[src/rtl/core/sld_pkg.sv]
`default_nettype none

package sld_pkg;

  // Frame header bytes 'A', 'T', 'S'
  localparam logic [7:0] HDR0_BYTE = 8'h41;
  localparam logic [7:0] HDR1_BYTE = 8'h54;
  localparam logic [7:0] HDR2_BYTE = 8'h53;

  // Receive phase: header hunt, length, payload, checksum
  typedef enum logic [2:0] {
    PH_HDR0 = 3'd0,
    PH_HDR1 = 3'd1,
    PH_HDR2 = 3'd2,
    PH_LEN  = 3'd3,
    PH_PAY  = 3'd4,
    PH_CSUM = 3'd5
  } phase_t;

  // Result kinds
  typedef enum logic [1:0] {
    KIND_PAYLOAD = 2'd0,
    KIND_GOOD    = 2'd1,
    KIND_BAD     = 2'd2
  } kind_t;

  // One result request
  typedef struct packed {
    kind_t      kind;
    logic [7:0] data;
    logic [7:0] index;
    logic [7:0] length;
  } result_t;

endpackage

`default_nettype wire

[src/rtl/core/sync_length_checksum_deframer.sv]
// Frame deframer for a received byte stream. Bytes enter on the in_ channel;
// the block hunts for the header 'A' 'T' 'S', takes a length byte L, then
// max(L-1,1) payload bytes, each sent out as a payload request with its
// index, and a checksum byte that yields a good or bad status request
// (8-bit wrapping sum of the first L bytes from the length byte on).
// Header and length bytes give no output. One byte is taken every clock
// while in_stall is low: the frame state updates per accepted byte, and a
// two-entry output buffer (output register plus skid entry) holds results,
// so in_stall rises only after out_stall has held back two pending
// requests. Results are registered in the output buffer.
`default_nettype none

module sync_length_checksum_deframer (
  input  wire        clk,
  input  wire        rst_n,
  input  wire        in_valid,
  output logic       in_stall,
  input  wire  [7:0] in_rx_byte,
  output logic       out_valid,
  input  wire        out_stall,
  output logic [1:0] out_result_kind,
  output logic [7:0] out_payload_byte,
  output logic [7:0] out_payload_index,
  output logic [7:0] out_frame_length
);
  import sld_pkg::*;

  logic    in_accept;
  logic    res_valid;
  result_t res;
  result_t out_res;
  logic    buf_full;

  assign in_stall  = buf_full;
  assign in_accept = in_valid && !buf_full;

  // Frame state machine
  sld_fsm u_fsm (
    .clk        (clk),
    .rst_n      (rst_n),
    .in_accept  (in_accept),
    .in_rx_byte (in_rx_byte),
    .res_valid  (res_valid),
    .res        (res)
  );

  // Output register with skid entry
  sld_obuf u_obuf (
    .clk       (clk),
    .rst_n     (rst_n),
    .push      (in_accept && res_valid),
    .push_res  (res),
    .full      (buf_full),
    .out_valid (out_valid),
    .out_stall (out_stall),
    .out_res   (out_res)
  );

  assign out_result_kind   = out_res.kind;
  assign out_payload_byte  = out_res.data;
  assign out_payload_index = out_res.index;
  assign out_frame_length  = out_res.length;

endmodule

`default_nettype wire

[src/rtl/core/sld_fsm.sv]
`default_nettype none

module sld_fsm (
  input  wire              clk,
  input  wire              rst_n,
  input  wire              in_accept,
  input  wire  [7:0]       in_rx_byte,
  output logic             res_valid,
  output sld_pkg::result_t res
);
  import sld_pkg::*;

  phase_t     phase_r, phase_nxt;
  logic [7:0] length_r, length_nxt;
  logic [7:0] count_r, count_nxt;
  logic [7:0] sum_r, sum_nxt;
  logic [8:0] count_inc;
  logic [8:0] need;

  assign count_inc = {1'b0, count_r} + 9'd1;
  // Payload bytes to take: max(L-1, 1)
  assign need = (length_r >= 8'd2) ? ({1'b0, length_r} - 9'd1) : 9'd1;

  // Next state and result for the byte at the input
  always_comb begin
    phase_nxt  = phase_r;
    length_nxt = length_r;
    count_nxt  = count_r;
    sum_nxt    = sum_r;
    res_valid  = 1'b0;
    res.kind   = KIND_PAYLOAD;
    res.data   = in_rx_byte;
    res.index  = 8'd0;
    res.length = length_r;
    case (phase_r)
      PH_HDR0: begin
        if (in_rx_byte == HDR0_BYTE) begin
          phase_nxt = PH_HDR1;
        end else begin
          phase_nxt = PH_HDR0;
          count_nxt = 8'd0;
          sum_nxt   = 8'd0;
        end
      end
      PH_HDR1: begin
        if (in_rx_byte == HDR1_BYTE) begin
          phase_nxt = PH_HDR2;
        end else begin
          phase_nxt = PH_HDR0;
          count_nxt = 8'd0;
          sum_nxt   = 8'd0;
        end
      end
      PH_HDR2: begin
        if (in_rx_byte == HDR2_BYTE) begin
          phase_nxt = PH_LEN;
        end else begin
          phase_nxt = PH_HDR0;
          count_nxt = 8'd0;
          sum_nxt   = 8'd0;
        end
      end
      PH_LEN: begin
        // checksum starts with the length byte itself
        length_nxt = in_rx_byte;
        count_nxt  = 8'd0;
        sum_nxt    = in_rx_byte;
        phase_nxt  = PH_PAY;
      end
      PH_PAY: begin
        // only the first L-1 payload bytes are summed
        if (count_inc < {1'b0, length_r}) begin
          sum_nxt = sum_r + in_rx_byte;
        end
        res_valid = 1'b1;
        res.kind  = KIND_PAYLOAD;
        res.index = count_r;
        count_nxt = count_inc[7:0];
        if (count_inc >= need) begin
          phase_nxt = PH_CSUM;
        end
      end
      PH_CSUM: begin
        res_valid = 1'b1;
        res.kind  = (in_rx_byte == sum_r) ? KIND_GOOD : KIND_BAD;
        phase_nxt = PH_HDR0;
        count_nxt = 8'd0;
        sum_nxt   = 8'd0;
      end
      default: begin
        phase_nxt = PH_HDR0;
        count_nxt = 8'd0;
        sum_nxt   = 8'd0;
      end
    endcase
  end

  // State registers, updated per accepted byte
  always_ff @(posedge clk) begin
    if (!rst_n) begin
      phase_r  <= PH_HDR0;
      length_r <= 8'd0;
      count_r  <= 8'd0;
      sum_r    <= 8'd0;
    end else if (in_accept) begin
      phase_r  <= phase_nxt;
      length_r <= length_nxt;
      count_r  <= count_nxt;
      sum_r    <= sum_nxt;
    end
  end

  // Payload counter stays below the byte budget of the frame
  a_count_bound: assert property (@(posedge clk) disable iff (!rst_n)
    (phase_r == PH_PAY && length_r >= 8'd2) |-> ({1'b0, count_r} < need))
    else $error("payload count overran frame length");

  // Checksum byte ends the frame with a clean hunt state
  a_csum_exit: assert property (@(posedge clk) disable iff (!rst_n)
    (in_accept && phase_r == PH_CSUM) |=>
      (phase_r == PH_HDR0 && count_r == 8'd0 && sum_r == 8'd0))
    else $error("frame end did not return to hunt");

  // Length byte is captured and payload phase entered
  a_len_capture: assert property (@(posedge clk) disable iff (!rst_n)
    (in_accept && phase_r == PH_LEN) |=>
      (phase_r == PH_PAY && length_r == $past(in_rx_byte) && sum_r == $past(in_rx_byte)))
    else $error("length byte not captured");

endmodule

`default_nettype wire

[src/rtl/core/sld_obuf.sv]
`default_nettype none

module sld_obuf (
  input  wire              clk,
  input  wire              rst_n,
  input  wire              push,
  input  sld_pkg::result_t push_res,
  output logic             full,
  output logic             out_valid,
  input  wire              out_stall,
  output sld_pkg::result_t out_res
);
  import sld_pkg::*;

  logic    out_valid_r;
  logic    skid_valid_r;
  result_t out_r;
  result_t skid_r;
  logic    out_fire;
  logic    out_free;

  assign out_fire  = out_valid_r && !out_stall;
  assign out_free  = !out_valid_r || out_fire;
  assign full      = skid_valid_r;
  assign out_valid = out_valid_r;
  assign out_res   = out_r;

  // Valid flags
  always_ff @(posedge clk) begin
    if (!rst_n) begin
      out_valid_r  <= 1'b0;
      skid_valid_r <= 1'b0;
    end else if (skid_valid_r) begin
      if (out_free) begin
        out_valid_r  <= 1'b1;
        skid_valid_r <= 1'b0;
      end
    end else if (push) begin
      if (out_free) begin
        out_valid_r <= 1'b1;
      end else begin
        skid_valid_r <= 1'b1;
      end
    end else if (out_fire) begin
      out_valid_r <= 1'b0;
    end
  end

  // Payload registers
  always_ff @(posedge clk) begin
    if (skid_valid_r) begin
      if (out_free) begin
        out_r <= skid_r;
      end
    end else if (push) begin
      if (out_free) begin
        out_r <= push_res;
      end else begin
        skid_r <= push_res;
      end
    end
  end

  // Skid entry only holds data behind a waiting output
  a_skid_behind: assert property (@(posedge clk) disable iff (!rst_n)
    skid_valid_r |-> out_valid_r)
    else $error("skid entry without output entry");

  // A push while the skid is full would lose a request
  a_no_overflow: assert property (@(posedge clk) disable iff (!rst_n)
    skid_valid_r |-> !push)
    else $error("request pushed into full buffer");

endmodule

`default_nettype wire
[config.mk]
export PLATFORM = sky130hd
export DESIGN_NAME = sync_length_checksum_deframer
export DESIGN_NICKNAME = d
export VERILOG_FILES = /design/src/rtl/core/sld_pkg.sv /design/src/rtl/core/sync_length_checksum_deframer.sv /design/src/rtl/core/sld_fsm.sv /design/src/rtl/core/sld_obuf.sv
export SDC_FILE = /design/constraint.sdc
export NUM_CORES = 1
export LEC_CHECK = 0
export ABC_AREA = 1
export BUFFER_PORTS_ARGS = -buffer_cell sky130_fd_sc_hd__buf_2
export CORE_MARGIN = 2
export CORE_UTILIZATION = 60
export CTS_BUF_LIST = sky130_fd_sc_hd__clkbuf_4 sky130_fd_sc_hd__clkbuf_8
export DETAILED_ROUTE_END_ITERATION = 10
export GPL_TIMING_DRIVEN = 0
export PLACE_DENSITY_LB_ADDON = 0.15
export SLEW_MARGIN = 20
export SYNTH_ARGS = -nofsm -noshare
export SYNTH_HDL_FRONTEND = slang
export SYNTH_SLANG_ARGS = --single-unit
[constraint.sdc]
create_clock -name clk -period 9.02 [get_ports clk]
set_input_delay 0.451 -clock clk [delete_from_list [all_inputs] [get_ports clk]]
set_output_delay 0.451 -clock clk [all_outputs]
set_load 0.02 [all_outputs]
# Yosys cells after proc, flatten, opt, wreduce, memory -nomap -nowiden
# Index checks and enable logic that the tools add are counted.
# op_classes
mux	27
n_reduce_logical	17
n_lt_le_gt_ge	3
n_eq_ne	16
addsub	3
bitwise	2
# op_table
cell	count
two-way mux 26 bit	4
two-way mux 8 bit	5
case mux 8 bit (5 select lines)	1
case mux 8 bit (4 select lines)	1
== test 8 x 7 -> 1 bit (second input constant)	3
case mux 3 bit (5 select lines)	1
inequality test 2 bit (second input constant)	5
adder 8 x 1 -> 9 bit (second input constant)	1
>= comparator 9 bit	1
< comparator 9 x 8 -> 1 bit	1
two-way mux 1 bit	9
two-way mux 9 bit	1
subtractor 8 x 1 -> 9 bit (second input constant)	1
adder 8 bit	1
== test 8 bit	1
>= comparator 8 x 2 -> 1 bit (second input constant)	1
two-way mux 2 bit	4
== test 3 x 2 -> 1 bit (second input constant)	2
== test 3 bit (second input constant)	2
AND reduction 3 bit	2
AND reduction 5 bit	1
inequality test 2 x 1 -> 1 bit (second input constant)	2
AND reduction 2 bit	2
AND reduction 4 bit	1
10 further kinds	15
# totals
in_bits	12
word_cells	82
out_inout_bits	28
regBits	81

# Depth between registers and ports, before layout
# Gate-level depths: netlist (run 1).
# depth
word_depth	6
depth_mapped	18
depth_no_buf	18

# By module
# A second synthesis (run 1) with hierarchy kept.
# unflattened
hier_cells	539
hier_area_um2	4624.4
# by_module_without_submodules
module	seq_area_each_um2	cells_per_inst	area_per_inst_um2	n_inst
sld_fsm	540.5	388	2499.9	1
sld_obuf	1601.5	146	2100.8	1
sync_length_checksum_deframer	0.0	5	23.8	1

# Least setup slack after synthesis (run 1)
# No wires, ideal clock.
# synth_path
path_kind	flip-flop to flip-flop
start	reg u_obuf.skid_valid_r (netlist: u_obuf.full)
end	reg u_obuf.skid_r[0] in the netlist's numbering, enable pin
required_ps	8545
setup_ps	475
path_slack_ps	5356
n_path_buf	1
period_less_slack_ps	3664
arrival_time_ps	3189
stages_incl_launch_ff	5
path_cell_list	dfxtp_1 > buf_2 > inv_2 > nand2_1 > nor4_1
# synth_via
elab_chain_len	4
elab_cells_between_ends	5
cone_classes	1 x bitwise; 4 x reduce/logical
# synth_rtl
element	line	text
start, declared	sld_obuf.sv:16	logic skid_valid_r;
start signal, assigned	sld_obuf.sv:32	skid_valid_r <= 1'b0;
start signal, assigned	sld_obuf.sv:36	skid_valid_r <= 1'b0;
start signal, assigned	sld_obuf.sv:42	skid_valid_r <= 1'b1;
zero test 1 bit	sync_length_checksum_deframer.sv:35	assign in_accept = in_valid && !buf_full;
logical AND 1 bit	sync_length_checksum_deframer.sv:35	
logical AND 1 bit	sync_length_checksum_deframer.sv:51	.push (in_accept && res_valid),
AND reduction 3 bit (no line) *	-	
end signal, assigned	sld_obuf.sv:59	skid_r <= push_res;
end, declared	sld_obuf.sv:18	result_t skid_r;
# Every way passes the cells marked *; elsewhere a longest branch is shown, timed or not.
# A chain may end at the register's enable or synchronous reset.

# Worst setup path after layout (run 1)
# layout_path
start	reg u_fsm.length_r[0]
end	reg u_fsm.phase_r[1]
# layout_via
elab_chain_len	5
elab_cells_between_ends	6
cone_classes	1 x add/sub; 2 x order compare; 1 x eq/ne; 1 x mux; 1 x reduce/logical
# layout_rtl
element	line	text
start, declared	sld_fsm.sv:14	logic [7:0] length_r, length_nxt;
start signal, assigned	sld_fsm.sv:107	length_r <= length_nxt;
subtractor 8 x 1 -> 9 bit / >= comparator 8 x 2 -> 1 bit (equally long branches)	sld_fsm.sv:22	assign need = (length_r >= 8'd2) ? ({1'b0, length_r} - 9'd1) : 9'd1;
two-way mux 9 bit *	sld_fsm.sv:22	
>= comparator 9 bit *	sld_fsm.sv:79	if (count_inc >= need) begin
inequality test 2 x 1 -> 1 bit (no line) *	-	
AND reduction 2 bit (no line) *	-	
end signal, assigned	sld_fsm.sv:106	phase_r <= phase_nxt;
end, declared	sld_fsm.sv:13	phase_t phase_r, phase_nxt;
# Marked as above.

==> results of run 1 <==
path summary, 6_finish.rpt:
| check | startpoint | end | slack [ps] | cells after the start |
|---|---|---|---|---|
| worst min-delay path | in_rx_byte[0] | u_obuf.skid_r[16]$_DFFE_PP_ | 360 | 1 |
| worst max register to register | u_fsm.length_r[0]$_SDFFE_PN0P_ | u_fsm.phase_r[1]$_SDFFE_PN0P_ | 6500 | 15 |
| worst max-delay path | u_fsm.length_r[0]$_SDFFE_PN0P_ | u_fsm.phase_r[1]$_SDFFE_PN0P_ | 6500 | 15 |
| worst min register to register | u_fsm.length_r[7]$_SDFFE_PN0P_ | u_obuf.skid_r[7]$_DFFE_PP_ | 440 | 0 |
power breakdown:
| group | total (mW) | internal (mW) | switching, mW |
|---|---|---|---|
| Combinational | 0.0966 | 0.0335 | 0.0631 |
| Clock | 0.249 | 0.104 | 0.144 |
| Sequential | 0.404 | 0.400 | 0.00443 |
per-stage QoR:
step | instances | utilization [%]
after detailed placement | 669 | 66.0
after floorplan | 527 | -
after CTS | 685 | 68.6
after global placement | 665 | 65.5
final | 685 | 68.6
after global routing | 685 | 68.6
layout make-up:
cell class	count	area share, %
Sequential cell	81	43.5
Multi-Input combinational cell	365	38.9
Inverter	65	5.06
Timing Repair Buffer	43	4.43
Clock buffer	9	2.52
Tap cell	99	2.52
Buffer	16	1.86
Clock inverter	7	1.17
state kept, by name, indices dropped and copies added, names as in the netlist:
| name | flops |
|---|---|
| u_obuf.out_res | 26 |
| u_obuf.skid_r | 26 |
| u_fsm.count_r | 8 |
| u_fsm.length_r | 8 |
| u_fsm.sum_r | 8 |
| u_fsm.phase_r | 3 |
| u_obuf.full | 1 |
| u_obuf.out_valid | 1 |
metal layers:
metal,track usage [%],share of wire (%)
met1,35.6,48
met2,40.3,46
met3,4.16,4.9
met4,5.43,1.1
met5,0,0
critical path, stage by stage, from the launching register on:
cell     delay [ps]
dfxtp_1         400
inv_1           130
ha_1            220
nor2_1          110
nand3_1         260
o21ai_0         230
ha_1            320
nand2_1          70
nand2_1          50
nand2_1          50
nand2_1          40
a21oi_1         110
nand4_1         190
nand3_1         130
nand2_1          60
nor2_1           90
layout by cell type, fill, tap and decap left out, drive strengths merged:
| master | netlist | final |
|---|---|---|
| a21o | 1 | 1 |
| a21oi | 34 | 34 |
| a31oi | 1 | 1 |
| a32oi | 1 | 1 |
| and3 | 1 | 1 |
| buf | 8 | 51 |
| clkbuf | 8 | 17 |
| clkinv | 2 | 3 |
| clkinvlp | 0 | 2 |
| dfxtp | 29 | 29 |
| edfxtp | 52 | 52 |
| fa | 1 | 1 |
| ha | 26 | 26 |
| inv | 63 | 67 |
| nand2 | 151 | 151 |
| nand3 | 36 | 36 |
| nand3b | 5 | 5 |
| nand4 | 7 | 7 |
| nor2 | 50 | 50 |
| nor3 | 12 | 12 |
| nor4 | 2 | 2 |
| o21ai | 29 | 29 |
| o22ai | 1 | 1 |
| xnor2 | 1 | 1 |
| xor2 | 6 | 6 |
kinds of logic after synthesis:
| logic type | count (synthesis) | share of synthesized area, % |
|---|---|---|
| flip-flops | 81 | 48.9 |
| AO/OA/AOI/OAI | 67 | 7.86 |
| adder cells (fa/ha/maj) | 27 | 7.89 |
| XOR/XNOR | 7 | 1.40 |
| buffers and inverters | 81 | 7.77 |
| AND/OR/NAND/NOR | 264 | 26.2 |
==> results.json, run 1 <==
{
  "cts_tree": "built",
  "remaining_drc_errors": 0,
  "tns_ps": 0,
  "ctsHoldBuffers": 0,
  "clock_skew_ps": 10.1,
  "cts_htree_levels": 3,
  "status": "finished, final reports clean",
  "crit_type": "reg2reg",
  "fmax_mhz": 397,
  "syn-instance-count": 527,
  "place.gp.congestion": 0.931,
  "post_cts_resized": 0,
  "core_um2": 7180,
  "worstMarginPinSlew_ps": 773,
  "die_area_um2": 8000,
  "ys_ff_latch": 81,
  "synth_edf_count": 52,
  "synth.net_count": 566,
  "cts_root_buf": "clkbuf_8",
  "grt_overflow": 0,
  "fin_total_pwr_mw": 0.750,
  "area_growth_pct": 12.3,
  "worstSkewPairLatency_ps": 340,
  "die_w_um": 89.4,
  "fillers": 572,
  "hold_viol": 0,
  "setup_ws_ps": 6500,
  "cellLeakagePower_nw": 2.09,
  "vias": 3630,
  "insertedDiodeCount": 0,
  "synth_cell_types": 36,
  "regArea_um2": 2140,
  "fin_crit_sh_pct": 27.9,
  "row_count": 31,
  "dpl-instance-area_um2": 4740,
  "clk_pin_slew_ps": 90,
  "synth_most_common_cell": "nand2_1",
  "routed_wl_um": 9530,
  "drt_iter0_markers": 254,
  "synth_ff_type": "edfxtp_1",
  "layout.nets": 620,
  "portBuffers": 39,
  "cts_sinks": 81,
  "maxCapViolations": 0,
  "post_drt_via_cell_ratio": 5.30,
  "numCtsBuffers": 9,
  "clock_path_buffers": 2,
  "crit_arrival_ps": 2800,
  "finalSetupViolCount": 0,
  "wire_per_inst_um": 13.9,
  "netlist_top_cells_area": "edfxtp_1 36%, dfxtp_1 13%, nand2_1 13%, ha_1 7.4%, inv_1 4.6%",
  "yosysWarnings": 0,
  "grt_pass1_vias": 3156,
  "hold_ws_ps": 357,
  "crit_path_end_kind": "flop",
  "synth_seq_area_share_pct": 48.9,
  "hp-class": "in2reg",
  "ant_nets": 0,
  "dp.final_hpwl_um": 7160,
  "antenna_found_initial": 0,
  "syn-cell-area_um2": 4380,
  "chipHeight_um": 89.4,
  "netlist_top_cells_count": "149 x nand2_1, 54 x inv_1, 52 x edfxtp_1",
  "min_period_ps": 2520,
  "place_ws_ps": 6560,
  "postSynthAreaPerCell_um2": 8.31,
  "yosysTopAreaCell": "edfxtp_1",
  "irDropWorstVdd_v": 0.0000841,
  "p_per_area_nw_per_um2": 152,
  "multi_input_area_um2": 1910,
  "grt_max_degree": 27,
  "max_slew_margin_pct": 48.4,
  "grt_pass1_wl_um": 15100,
  "initial_utilization_pct": 61.0,
  "maxSlewViolCount": 0,
  "final_area_um2": 4920,
  "grt_usage_pct": 25.0,
  "async_reset_ff_share_pct": 0,
  "crit_fanout": 9,
  "ios": 40,
  "layout-drive-gt1-share_pct": 15.0,
  "rsz0062_at_grt": "false",
  "first_pass_iters": 5,
  "cp-start-kind": "flop",
  "critPathRequiredTime_ps": 9300,
  "post-cts-setup-buffers": 0,
  "synth_top_area_share_pct": 35.7
}
Power figures use the tool's default switching activity.
==> run 2, diff against run 1 <==
==> constraint.sdc (replaced) <==
create_clock -name clk -period 2.4 [get_ports clk]
set_input_delay 0.12 -clock clk [delete_from_list [all_inputs] [get_ports clk]]
set_output_delay 0.12 -clock clk [all_outputs]
set_load 0.02 [all_outputs]
==> results.json, run 2 (synthesis results as in run 1) <==
{
  "status": "finished, final reports clean",
  "grt.met2_usage_pct": 41.6,
  "clockPowerShare_pct": 33.2,
  "cts_root_buf": "clkbuf_8",
  "ios": 40,
  "clk_pin_slew_ps": 90,
  "use_met3_pct": 4.99,
  "most-common-layout-cells": "148 x nand2_1, 52 x edfxtp_1, 51 x inv_1",
  "insertedDiodeCount": 0,
  "global_route.peak_usage_layer": "met2",
  "cts_htree_levels": 3,
  "crit_path_end_kind": "flop",
  "crit_slowest_cell": "dfxtp_1",
  "remaining_drc_errors": 0,
  "row_count": 31,
  "drt_iter0_markers": 253,
  "critPathRequiredTime_ps": 2710,
  "post_drt_via_cell_ratio": 5.32,
  "area_growth_pct": 16.3,
  "utilization_pct": 71.0,
  "clock_path_buffers": 2,
  "portBuffers": 39,
  "grt_max_degree": 27,
  "cp-start-kind": "flop",
  "cts_tree": "built",
  "swShare_pct": 28.5,
  "maxCapViolations": 0,
  "numCtsBuffers": 9,
  "finalSetupViolCount": 0,
  "layout.nets": 621,
  "wire_per_inst_um": 14.5,
  "p_per_area_nw_per_um2": 556,
  "dp.final_hpwl_um": 7270,
  "p_int_mw": 2.03,
  "hp-class": "in2reg",
  "crit_fanout": 8,
  "grt_usage_pct": 25.7,
  "maxSlewViolCount": 0,
  "r2r_start": "u_fsm.length_r[4]$_SDFFE_PN0P_",
  "core_um2": 7180,
  "antenna_found_initial": 0,
  "hp-start": "in_rx_byte[1]",
  "chipHeight_um": 89.4,
  "cp_num_buf_inv": 2,
  "ant_nets": 0,
  "hold_ws_ps": 41.4,
  "die_w_um": 89.4,
  "fmax_mhz": 444,
  "routed_wl_um": 9920,
  "fin_crit_sh_pct": 93.7,
  "p_sw_mw": 0.809,
  "cp_common_cell": "nand3_1",
  "crit_type": "reg2reg",
  "crit_arrival_ps": 2560,
  "rsz0062_at_grt": "true",
  "grt_overflow": 0,
  "cts_sinks": 81,
  "min_period_ps": 2250,
  "cellLeakagePower_nw": 2.14,
  "grt_pass1_wl_um": 15400,
  "hold_viol": 0,
  "layout-drive-gt1-share_pct": 19.4,
  "irDropWorstVdd_v": 0.000249,
  "die_area_um2": 8000,
  "combPwrFrac_pct": 13.3,
  "max_stage_delay_ps": 430,
  "power_frac_seq_pct": 53.5,
  "worstMarginPinSlew_ps": 775,
  "initial_utilization_pct": 61.0,
  "clock_skew_ps": 14.6,
  "place.gp.congestion": 0.951,
  "crit_family": "simple AND/OR/NAND/NOR gates",
  "grtUsageMet1_pct": 35.0,
  "max_slew_margin_pct": 48.2,
  "grt_pass1_vias": 3210,
  "first_pass_iters": 5,
  "worstSkewPairLatency_ps": 360,
  "final_common_cell": "nand2_1",
  "startpoint": "u_fsm.length_r[4]$_SDFFE_PN0P_",
  "vias": 3648,
  "cp_cell_sequence": "inv_1 -> nand3_1 -> inv_1 -> nand3_2 -> nand3_1 -> ha_1 -> a21oi_1 -> nand2_1 -> a21oi_2 -> nand4_1 -> nand3_1 -> nand2_1 -> nor2_1"
}
run 2: routing by layer:
metal	routed length, um	up-vias
met2	4730	124
met3	634	14
li1	-	1848
met5	0	-
met1	4390	1662
met4	167	0
run 2: path summary, 6_finish.rpt:
check / to / slack, ps / depth (start not counted)
setup / recovery: u_fsm.phase_r[1]$_SDFFE_PN0P_ / 150 / 13
hold / removal: u_obuf.skid_r[17]$_DFFE_PP_ / 40 / 1
setup reg to reg: u_fsm.phase_r[1]$_SDFFE_PN0P_ / 150 / 13
hold reg to reg: u_obuf.skid_r[7]$_DFFE_PP_ / 430 / 0
run 2: final cells by class:
type                    count  area, um^2
well taps                  99         124
repair buffers             44         239
multi-input cells         365        2040
flip-flops and latches     81        2160
inverters                  65         254
clock buffers               9         124
clock inverters             7        58.8
fillers                   551        2080
plain buffers              16        91.3
run 2: what timing repair did:
| action | CTS | global route |
|---|---|---|
| hold buffers | 1 | 0 |
| buffers inserted | 0 | 2 |
| endpoints found under the hold margin | 1 | 0 |
| pin swaps | 0 | 4 |
| resized for setup | 4 | 35 |
| setup endpoints to repair | 8 | 10 |
run 2: metrics by stage:
stage / setup WS (ps) / cells / power [mW] / setup TNS [ps] / cell area, um^2
finish: 150 / 686 / 2.83 / 0 / 5090
global route: -28.6 / 686 / 2.95 / -28.6 / 5090
CTS: 15.9 / 684 / 2.84 / 0 / 4950
detailed placement: -80.1 / 667 / 1.91 / -403 / 4740
global placement: -38.2 / 665 / 1.90 / -186 / 4720
floorplan: 274 / 527 / 1.81 / 0 / 4400
run 2: power by group through the flow:
stage / clock (mW) / sequential (mW) / combinational [mW]
after floorplan: 0 / 1.56 / 0.249
after global placement: 0 / 1.55 / 0.348
after detailed placement: 0 / 1.55 / 0.360
after CTS: 0.954 / 1.52 / 0.365
after global routing: 1.01 / 1.52 / 0.426
final: 0.942 / 1.52 / 0.376
